`src/design/pbrt_pkg.sv`:
```
`default_nettype none
package pbrt_pkg;

  localparam int RULE_ENTRIES = 64;
  localparam int CNT_W        = $clog2(RULE_ENTRIES + 1);
  localparam int OUT_CNT_W    = 7;

  localparam logic [7:0] PROTO_NUM_ICMP = 8'd1;
  localparam logic [7:0] PROTO_NUM_TCP  = 8'd6;
  localparam logic [7:0] PROTO_NUM_UDP  = 8'd17;

  typedef enum logic [1:0] {
    CODE_ICMP = 2'd0,
    CODE_TCP  = 2'd1,
    CODE_UDP  = 2'd2,
    CODE_NONE = 2'd3
  } proto_code_t;

  typedef enum logic [1:0] {
    CMD_CLASSIFY = 2'd0,
    CMD_ADD      = 2'd1,
    CMD_DELETE   = 2'd2,
    CMD_NOP      = 2'd3
  } cmd_t;

  typedef enum logic [2:0] {
    ST_ACCEPT    = 3'd0,
    ST_DROP      = 3'd1,
    ST_ADDED     = 3'd2,
    ST_DELETED   = 3'd3,
    ST_NOT_FOUND = 3'd4,
    ST_PROTO_ERR = 3'd5,
    ST_FULL      = 3'd6
  } status_t;

  typedef struct packed {
    logic [1:0]  command;
    logic [31:0] dest_ip;
    logic [15:0] dest_port;
    logic [7:0]  ip_protocol;
  } in_item_t;

  typedef struct packed {
    status_t               status;
    logic [OUT_CNT_W-1:0]  rules_in_use;
  } out_item_t;

  // request token walking down the cell row
  typedef struct packed {
    logic        active;
    cmd_t        cmd;
    logic [31:0] ip;
    logic [15:0] port;
    proto_code_t code;
    logic        done;
  } token_t;

  function automatic proto_code_t proto_to_code(input logic [7:0] proto);
    proto_code_t c;
    case (proto)
      PROTO_NUM_ICMP: c = CODE_ICMP;
      PROTO_NUM_TCP:  c = CODE_TCP;
      PROTO_NUM_UDP:  c = CODE_UDP;
      default:        c = CODE_NONE;
    endcase
    return c;
  endfunction

endpackage
`default_nettype wire

```
`src/design/pbrt_cell.sv`:
```
`default_nettype none
module pbrt_cell (
  input  wire logic              clk,
  input  wire logic              rst_n,
  input  wire pbrt_pkg::token_t  tok_i,
  output pbrt_pkg::token_t       tok_o
);

  logic                  valid_r, valid_nxt;
  logic [31:0]           addr_r, addr_nxt;
  logic [15:0]           port_r, port_nxt;
  pbrt_pkg::proto_code_t code_r, code_nxt;
  pbrt_pkg::token_t      tok_r, tok_nxt;
  logic                  use_port;
  logic                  match;

  always_comb begin
    use_port = !(tok_i.cmd == pbrt_pkg::CMD_CLASSIFY && tok_i.code == pbrt_pkg::CODE_ICMP);
    match = valid_r && (addr_r == tok_i.ip) && (code_r == tok_i.code) &&
            (!use_port || (port_r == tok_i.port));
    valid_nxt = valid_r;
    addr_nxt  = addr_r;
    port_nxt  = port_r;
    code_nxt  = code_r;
    tok_nxt   = tok_i;
    if (tok_i.active && !tok_i.done) begin
      case (tok_i.cmd)
        pbrt_pkg::CMD_CLASSIFY: begin
          if (match) tok_nxt.done = 1'b1;
        end
        pbrt_pkg::CMD_ADD: begin
          if (!valid_r && tok_i.code != pbrt_pkg::CODE_NONE) begin
            valid_nxt     = 1'b1;
            addr_nxt      = tok_i.ip;
            port_nxt      = (tok_i.code == pbrt_pkg::CODE_ICMP) ? 16'd0 : tok_i.port;
            code_nxt      = tok_i.code;
            tok_nxt.done  = 1'b1;
          end
        end
        pbrt_pkg::CMD_DELETE: begin
          if (match) begin
            valid_nxt    = 1'b0;
            tok_nxt.done = 1'b1;
          end
        end
        default: begin
        end
      endcase
    end
  end

  always_ff @(posedge clk) begin
    if (!rst_n) begin
      valid_r      <= 1'b0;
      tok_r.active <= 1'b0;
    end else begin
      valid_r      <= valid_nxt;
      tok_r.active <= tok_nxt.active;
    end
    addr_r     <= addr_nxt;
    port_r     <= port_nxt;
    code_r     <= code_nxt;
    tok_r.cmd  <= tok_nxt.cmd;
    tok_r.ip   <= tok_nxt.ip;
    tok_r.port <= tok_nxt.port;
    tok_r.code <= tok_nxt.code;
    tok_r.done <= tok_nxt.done;
  end

  assign tok_o = tok_r;

endmodule
`default_nettype wire

```
`config.mk`:
```
export PLATFORM = sky130hd
export DESIGN_NAME = pbrt_cell
export DESIGN_NICKNAME = d
export VERILOG_FILES = /design/src/design/pbrt_pkg.sv /design/src/design/pbrt_cell.sv
export SDC_FILE = /design/constraint.sdc
export NUM_CORES = 1
export LEC_CHECK = 0
export BUFFER_PORTS_ARGS = -buffer_cell sky130_fd_sc_hd__buf_2
export CORE_ASPECT_RATIO = 0.6
export CORE_MARGIN = 4
export CORE_UTILIZATION = 41
export CTS_BUF_LIST = sky130_fd_sc_hd__clkbuf_8 sky130_fd_sc_hd__clkbuf_16
export DETAILED_ROUTE_END_ITERATION = 16
export GPL_ROUTABILITY_DRIVEN = 1
export HOLD_SLACK_MARGIN = 0.02
export PLACE_DENSITY = 0.67
export SKIP_LAST_GASP = 1
export SLEW_MARGIN = 20
export SYNTH_ARGS = -nofsm -noshare
export SYNTH_HDL_FRONTEND = slang
export SYNTH_SLANG_ARGS = --single-unit
export TNS_END_PERCENT = 10
```
`constraint.sdc`:
```
create_clock -name clk -period 10.4 [get_ports clk]
set_input_delay 0.52 -clock clk [delete_from_list [all_inputs] [get_ports clk]]
set_output_delay 0.52 -clock clk [all_outputs]
set_load 0.05 [all_outputs]
```
# Word level (Yosys, flattened, before mapping)
# Index checks and enable logic that the tools add are counted.
# classes
n_reduce_logical	15
n_mux	7
eq_ne	8
# op_table
cell	count
32-bit == test	1
16-bit == test	1
1-bit logical AND	6
2-bit inequality test, second input constant	3
1-bit 2-to-1 mux	5
2-bit zero test	2
1-bit one-hot mux with 2 select lines	2
4-bit AND reduction	1
3-bit AND reduction	1
2-bit by 1-bit == test with 1-bit output, second input constant	1
2-bit == test	1
2-bit == test, second input constant	1
1-bit zero test	2
2-bit nonzero test	1
2-bit OR reduction	1
1-bit logical OR	1
# word_totals
in_bits	56
ff_bits	105
out_inout_bits	54
elab_cells	40

# Longest topological paths before layout
# depth
ltp_word	7
mapped_depth	5
depth_no_buf	5

# Worst setup path before layout
# OpenSTA, ideal clock, no wires.
# synth_timing
kind	input port to flip-flop
startpoint	input tok_i[0] (netlist name)
endpoint	register valid_r
t_required_ns	10.323
stages	3
n_path_buf	0
path_slack_ns	5.205
arrival_ns	5.118
setup_time_ns	0.077
cell_sequence	nand4bb_1 -> a211oi_1 -> o221a_1
# synth_via
elab_chain_len	3
# synth_rtl
element	line_no	rtl
from (decl)	pbrt_cell.sv:5	input wire pbrt_pkg::token_t tok_i,
1-bit zero test	pbrt_cell.sv:26	if (tok_i.active && !tok_i.done) begin
1-bit logical AND	pbrt_cell.sv:26	
4-bit AND reduction (no source line)	n/a	
to (signal assigned)	pbrt_cell.sv:57	valid_r <= valid_nxt;
to (decl)	pbrt_cell.sv:9	logic valid_r, valid_nxt;
# No other way between the ends.
# A chain may end at the register's enable or synchronous reset.

# Worst setup path after layout
# layout_timing
startpoint	input tok_i[52] (netlist name)
endpoint	register addr_r[11], enable pin
# layout_via
elab_chain_len	2
# layout_rtl
element	line_no	rtl
2-bit by 1-bit == test with 1-bit output	pbrt_cell.sv:27	case (tok_i.cmd)
3-bit AND reduction (no source line)	n/a	
to (signal assigned)	pbrt_cell.sv:60	addr_r <= addr_nxt;
to (decl)	pbrt_cell.sv:10	logic [31:0] addr_r, addr_nxt;
# No other way between the ends.

==> flow_results.xml <==
<?xml version="1.0" encoding="UTF-8"?>
<metrics>
  <group name="run_status">
    <metric name="run_status" unit="">completed</metric>
  </group>
  <group name="sta">
    <metric name="timing.setup.tns" unit="ps">0</metric>
    <metric name="report.final.slew_viol_count" unit="">0</metric>
    <metric name="final_cycle_utilization_of_the_critical_path" unit="%">16.4</metric>
    <metric name="final.setup_skew" unit="ps">5.88</metric>
    <metric name="tightestPinTransition" unit="ps">659</metric>
    <metric name="setup-violations-final" unit="">0</metric>
    <metric name="finalWorstPathRequiredPeriod" unit="ps">1710</metric>
    <metric name="timing.slew.headroom" unit="%">56.1</metric>
    <metric name="unrepaired_setup_endpoints_after_global_routing" unit="">no</metric>
    <metric name="hold_viol" unit="">0</metric>
    <metric name="fmaxAchievable" unit="MHz">586</metric>
  </group>
  <group name="synthesis">
    <metric name="synth_seq_area_share" unit="%">78.2</metric>
    <metric name="synth_async_sr_flop_share" unit="%">0</metric>
    <metric name="number_of_enable_flip_flop_cells_after_synthesis" unit="">50</metric>
    <metric name="synth_top_area_cell" unit="">sky130_fd_sc_hd__edfxtp_1</metric>
    <metric name="ys_warn_count" unit="">0</metric>
    <metric name="synth_top_cells_by_area" unit="">sky130_fd_sc_hd__edfxtp_1, sky130_fd_sc_hd__dfxtp_1, sky130_fd_sc_hd__xnor2_1, sky130_fd_sc_hd__nor2b_1, sky130_fd_sc_hd__nand4_1</metric>
    <metric name="combinational_family_with_the_most_area_after_synthesis" unit="">XOR/XNOR gates</metric>
    <metric name="post_synth_xor_area_fraction" unit="%">13.2</metric>
    <metric name="area_share_of_the_leading_cell_type_in_the_synthesized_netlist" unit="%">45.1</metric>
    <metric name="synth_seq_cells" unit="">105</metric>
    <metric name="synth_mux_area_share" unit="%">0</metric>
    <metric name="synth-simple-area-share" unit="%">7.78</metric>
    <metric name="synth_compound_area_share" unit="%">0.715</metric>
    <metric name="mappedNetlistNets" unit="">256</metric>
    <metric name="synth_commonest_cells" unit="">sky130_fd_sc_hd__dfxtp_1, sky130_fd_sc_hd__edfxtp_1, sky130_fd_sc_hd__xnor2_1</metric>
    <metric name="netlist_cell_types" unit="">18</metric>
    <metric name="yosys_most_used_dff" unit="">sky130_fd_sc_hd__dfxtp_1</metric>
    <metric name="post_synth_fa_ha_maj_area_fraction" unit="%">0</metric>
    <metric name="synth_cells" unit="">200</metric>
    <metric name="mappedNetlistArea" unit="µm²">3330</metric>
    <metric name="synthMostInstantiatedCell" unit="">sky130_fd_sc_hd__dfxtp_1</metric>
    <metric name="postSynthAreaPerCell" unit="µm²">16.6</metric>
  </group>
  <group name="floorplanning">
    <metric name="die_footprint" unit="µm²">9670</metric>
    <metric name="die_width" unit="µm">124</metric>
    <metric name="dieHeight" unit="µm">77.8</metric>
    <metric name="ios" unit="">110</metric>
    <metric name="initial_core_util" unit="%">42.2</metric>
    <metric name="core" unit="µm²">7880</metric>
    <metric name="rows" unit="">25</metric>
  </group>
  <group name="place">
    <metric name="port_buffers" unit="">109</metric>
    <metric name="gp_congestion" unit="">0.765</metric>
    <metric name="detailed_place_hpwl" unit="µm">4490</metric>
  </group>
  <group name="worst_setup_path">
    <metric name="critical_path.endpoint_type" unit="">flop</metric>
    <metric name="path_class" unit="">in2reg</metric>
    <metric name="start_kind" unit="">input port</metric>
    <metric name="launching_point_of_the_worst_reg2reg_path" unit="">code_r[0]</metric>
    <metric name="cp_cell_sequence" unit="">buf_2, nand4bb_1, a211oi_4, buf_4</metric>
    <metric name="reg2regPathDepth" unit="">5</metric>
    <metric name="worstSetupStartpoint" unit="">tok_i[52]</metric>
    <metric name="cp_slowest_stage_delay" unit="ps">570</metric>
    <metric name="critPathArrivalTime" unit="ps">1680</metric>
    <metric name="r2r_setup_slack" unit="ps">8900</metric>
    <metric name="cp_data_required_time" unit="ps">10370</metric>
    <metric name="regToRegEndpoint" unit="">valid_r</metric>
    <metric name="critPathMaxFanout" unit="">52</metric>
    <metric name="timing.critical_path.slowest_stage_cell" unit="">sky130_fd_sc_hd__buf_4</metric>
  </group>
  <group name="power">
    <metric name="peakVddDrop" unit="V">0.0000935</metric>
    <metric name="netSwitchingFraction" unit="%">24.2</metric>
    <metric name="pwr-share-clk" unit="%">36.8</metric>
    <metric name="comb_power_share" unit="%">10.4</metric>
    <metric name="p_leak" unit="nW">1.67</metric>
    <metric name="power.density_cell_area" unit="nW/µm²">198</metric>
    <metric name="power.total" unit="W">0.000854</metric>
    <metric name="power.net_switching" unit="W">0.000207</metric>
    <metric name="total_internal_power" unit="W">0.000647</metric>
    <metric name="seqPwrFrac" unit="%">52.9</metric>
  </group>
  <group name="grt">
    <metric name="grt_overflow_total" unit="">0</metric>
    <metric name="globalRouteTotalUtil" unit="%">13.5</metric>
    <metric name="grt_first_pass_wirelength" unit="µm">9970</metric>
    <metric name="first_global_vias" unit="">1964</metric>
    <metric name="number_of_antenna_violations_at_the_first_check_in_global_routing" unit="">0</metric>
    <metric name="maximum_number_of_pins_on_one_net_before_global_route_repair" unit="">53</metric>
  </group>
  <group name="detailed_routing">
    <metric name="route.vias.total" unit="">1895</metric>
    <metric name="detail_route.wl_per_cell" unit="µm">14.4</metric>
    <metric name="wirelength" unit="µm">6220</metric>
    <metric name="drt_first_iter_violations" unit="">131</metric>
    <metric name="route.antenna.remaining_nets" unit="">0</metric>
    <metric name="vias_per_cell" unit="">4.38</metric>
    <metric name="drcViolationCount" unit="">0</metric>
    <metric name="firstDrtPassIters" unit="">4</metric>
  </group>
  <group name="clock_tree">
    <metric name="cts.repair_timing.setup_buffer_count" unit="">0</metric>
    <metric name="clk-insertion-delay-late" unit="ps">340</metric>
    <metric name="number_of_resized_instances_in_the_post_cts_repair_step" unit="">0</metric>
    <metric name="cts_buffers" unit="">9</metric>
    <metric name="worst_setup_hold_path_clk_slew" unit="ps">70</metric>
    <metric name="cts.sink_count" unit="">105</metric>
    <metric name="tritoncts_clock_tree" unit="">done</metric>
    <metric name="cts_hold_buffers" unit="">0</metric>
    <metric name="cts_htree_levels" unit="">3</metric>
    <metric name="cell_at_the_root_of_the_clock_tree" unit="">sky130_fd_sc_hd__clkbuf_16</metric>
    <metric name="cts_max_path_buffers" unit="">2</metric>
  </group>
  <group name="hold_path">
    <metric name="whs_path_depth" unit="">1</metric>
    <metric name="min-delay-start" unit="">tok_i[18]</metric>
    <metric name="min-delay-path-class" unit="">in2reg</metric>
    <metric name="min_to" unit="">tok_o[18]</metric>
  </group>
  <group name="final_layout">
    <metric name="area_overhead_vs_synth" unit="%">29.5</metric>
    <metric name="n_antenna_cell" unit="">0</metric>
    <metric name="drive_gt1_share" unit="%">39.4</metric>
    <metric name="design.final.nets" unit="">376</metric>
    <metric name="postLayoutCoreUtil" unit="%">54.7</metric>
    <metric name="number_of_filler_instances_in_the_final_layout" unit="">660</metric>
  </group>
  <group name="flow_run">
    <metric name="drv_cap" unit="">0</metric>
  </group>
</metrics>
[sequential cells by signal, summed over array words and instances (netlist names)]
name     cells
addr_r      32
valid_r      1
code_r       2
tok_o       54
port_r      16
[cell type report]
cell class | count | area, µm² | area share [%]
clock buffer | 11 | 253 | 5.87
clock inverter | 5 | 30.0 | 0.697
multi-input combinational | 94 | 736 | 17.1
sequential | 105 | 2600 | 60.4
tap | 108 | 135 | 3.14
timing repair buffer | 110 | 553 | 12.8
[critical path, delay by kind of cell]
kind / cells / cell delay [ps]
AOI/OAI and AO/OA: 1 / 220
buffers and inverters: 2 / 690
and+or+nand+nor: 1 / 230
[power by group through the flow]
stage / logic, W / registers, W / clock network, W
after floorplan: 0.0000164 / 0.000501 / 0
after global placement: 0.0000884 / 0.000460 / 0
after detailed placement: 0.0000893 / 0.000460 / 0
after CTS: 0.0000897 / 0.000451 / 0.000322
after global routing: 0.0000943 / 0.000452 / 0.000340
final: 0.0000886 / 0.000451 / 0.000314
[layer usage]
metal | global-route usage [%] | vias to the layer above | share of wire [%]
met4 | 6.24 | 0 | 1.9
met5 | 0 | - | 0
met1 | 18.8 | 874 | 49
met3 | 6.33 | 9 | 7.1
li1 | - | 942 | -
met2 | 17.7 | 70 | 41
[per-stage QoR]
step	cell area, µm²	std cells	worst slack (ps)	hold slack, ps
2_1_floorplan	3330	200	5200	526
3_3_place_gp	4020	417	8360	611
3_5_place_dp	4020	417	8320	620
4_1_cts	4310	433	8690	297
5_1_grt	4310	433	8610	297
6_report	4310	433	8690	311
[worst max-delay path by stage]
stage	end	slack, ps
final	addr_r[11]	8690
after global routing	port_r[12]	8610
after CTS	addr_r[11]	8690
after detailed placement	port_r[13]	8320
after global placement	port_r[13]	8360
after floorplan	valid_r	5200
[cell families (layout without fill, tap and decap cells)]
kind of cell | Yosys count | in the layout
buf+inv | 1 | 126
xor+xnor | 50 | 50
flops | 105 | 105
simple gates | 41 | 41
compound gates | 3 | 3
[layout by cell type, fill, tap and decap left out, drive strengths merged, types with 3 or more instances in the layout]
| master | n |
|---|---|
| clkbuf | 11 |
| nand4 | 11 |
| nor2b | 16 |
| buf | 110 |
| xnor2 | 43 |
| nor4 | 4 |
| xor2 | 7 |
| clkinv | 4 |
| edfxtp | 50 |
| nor2 | 3 |
| dfxtp | 55 |
No activity file was read; power rests on OpenSTA's default activity.
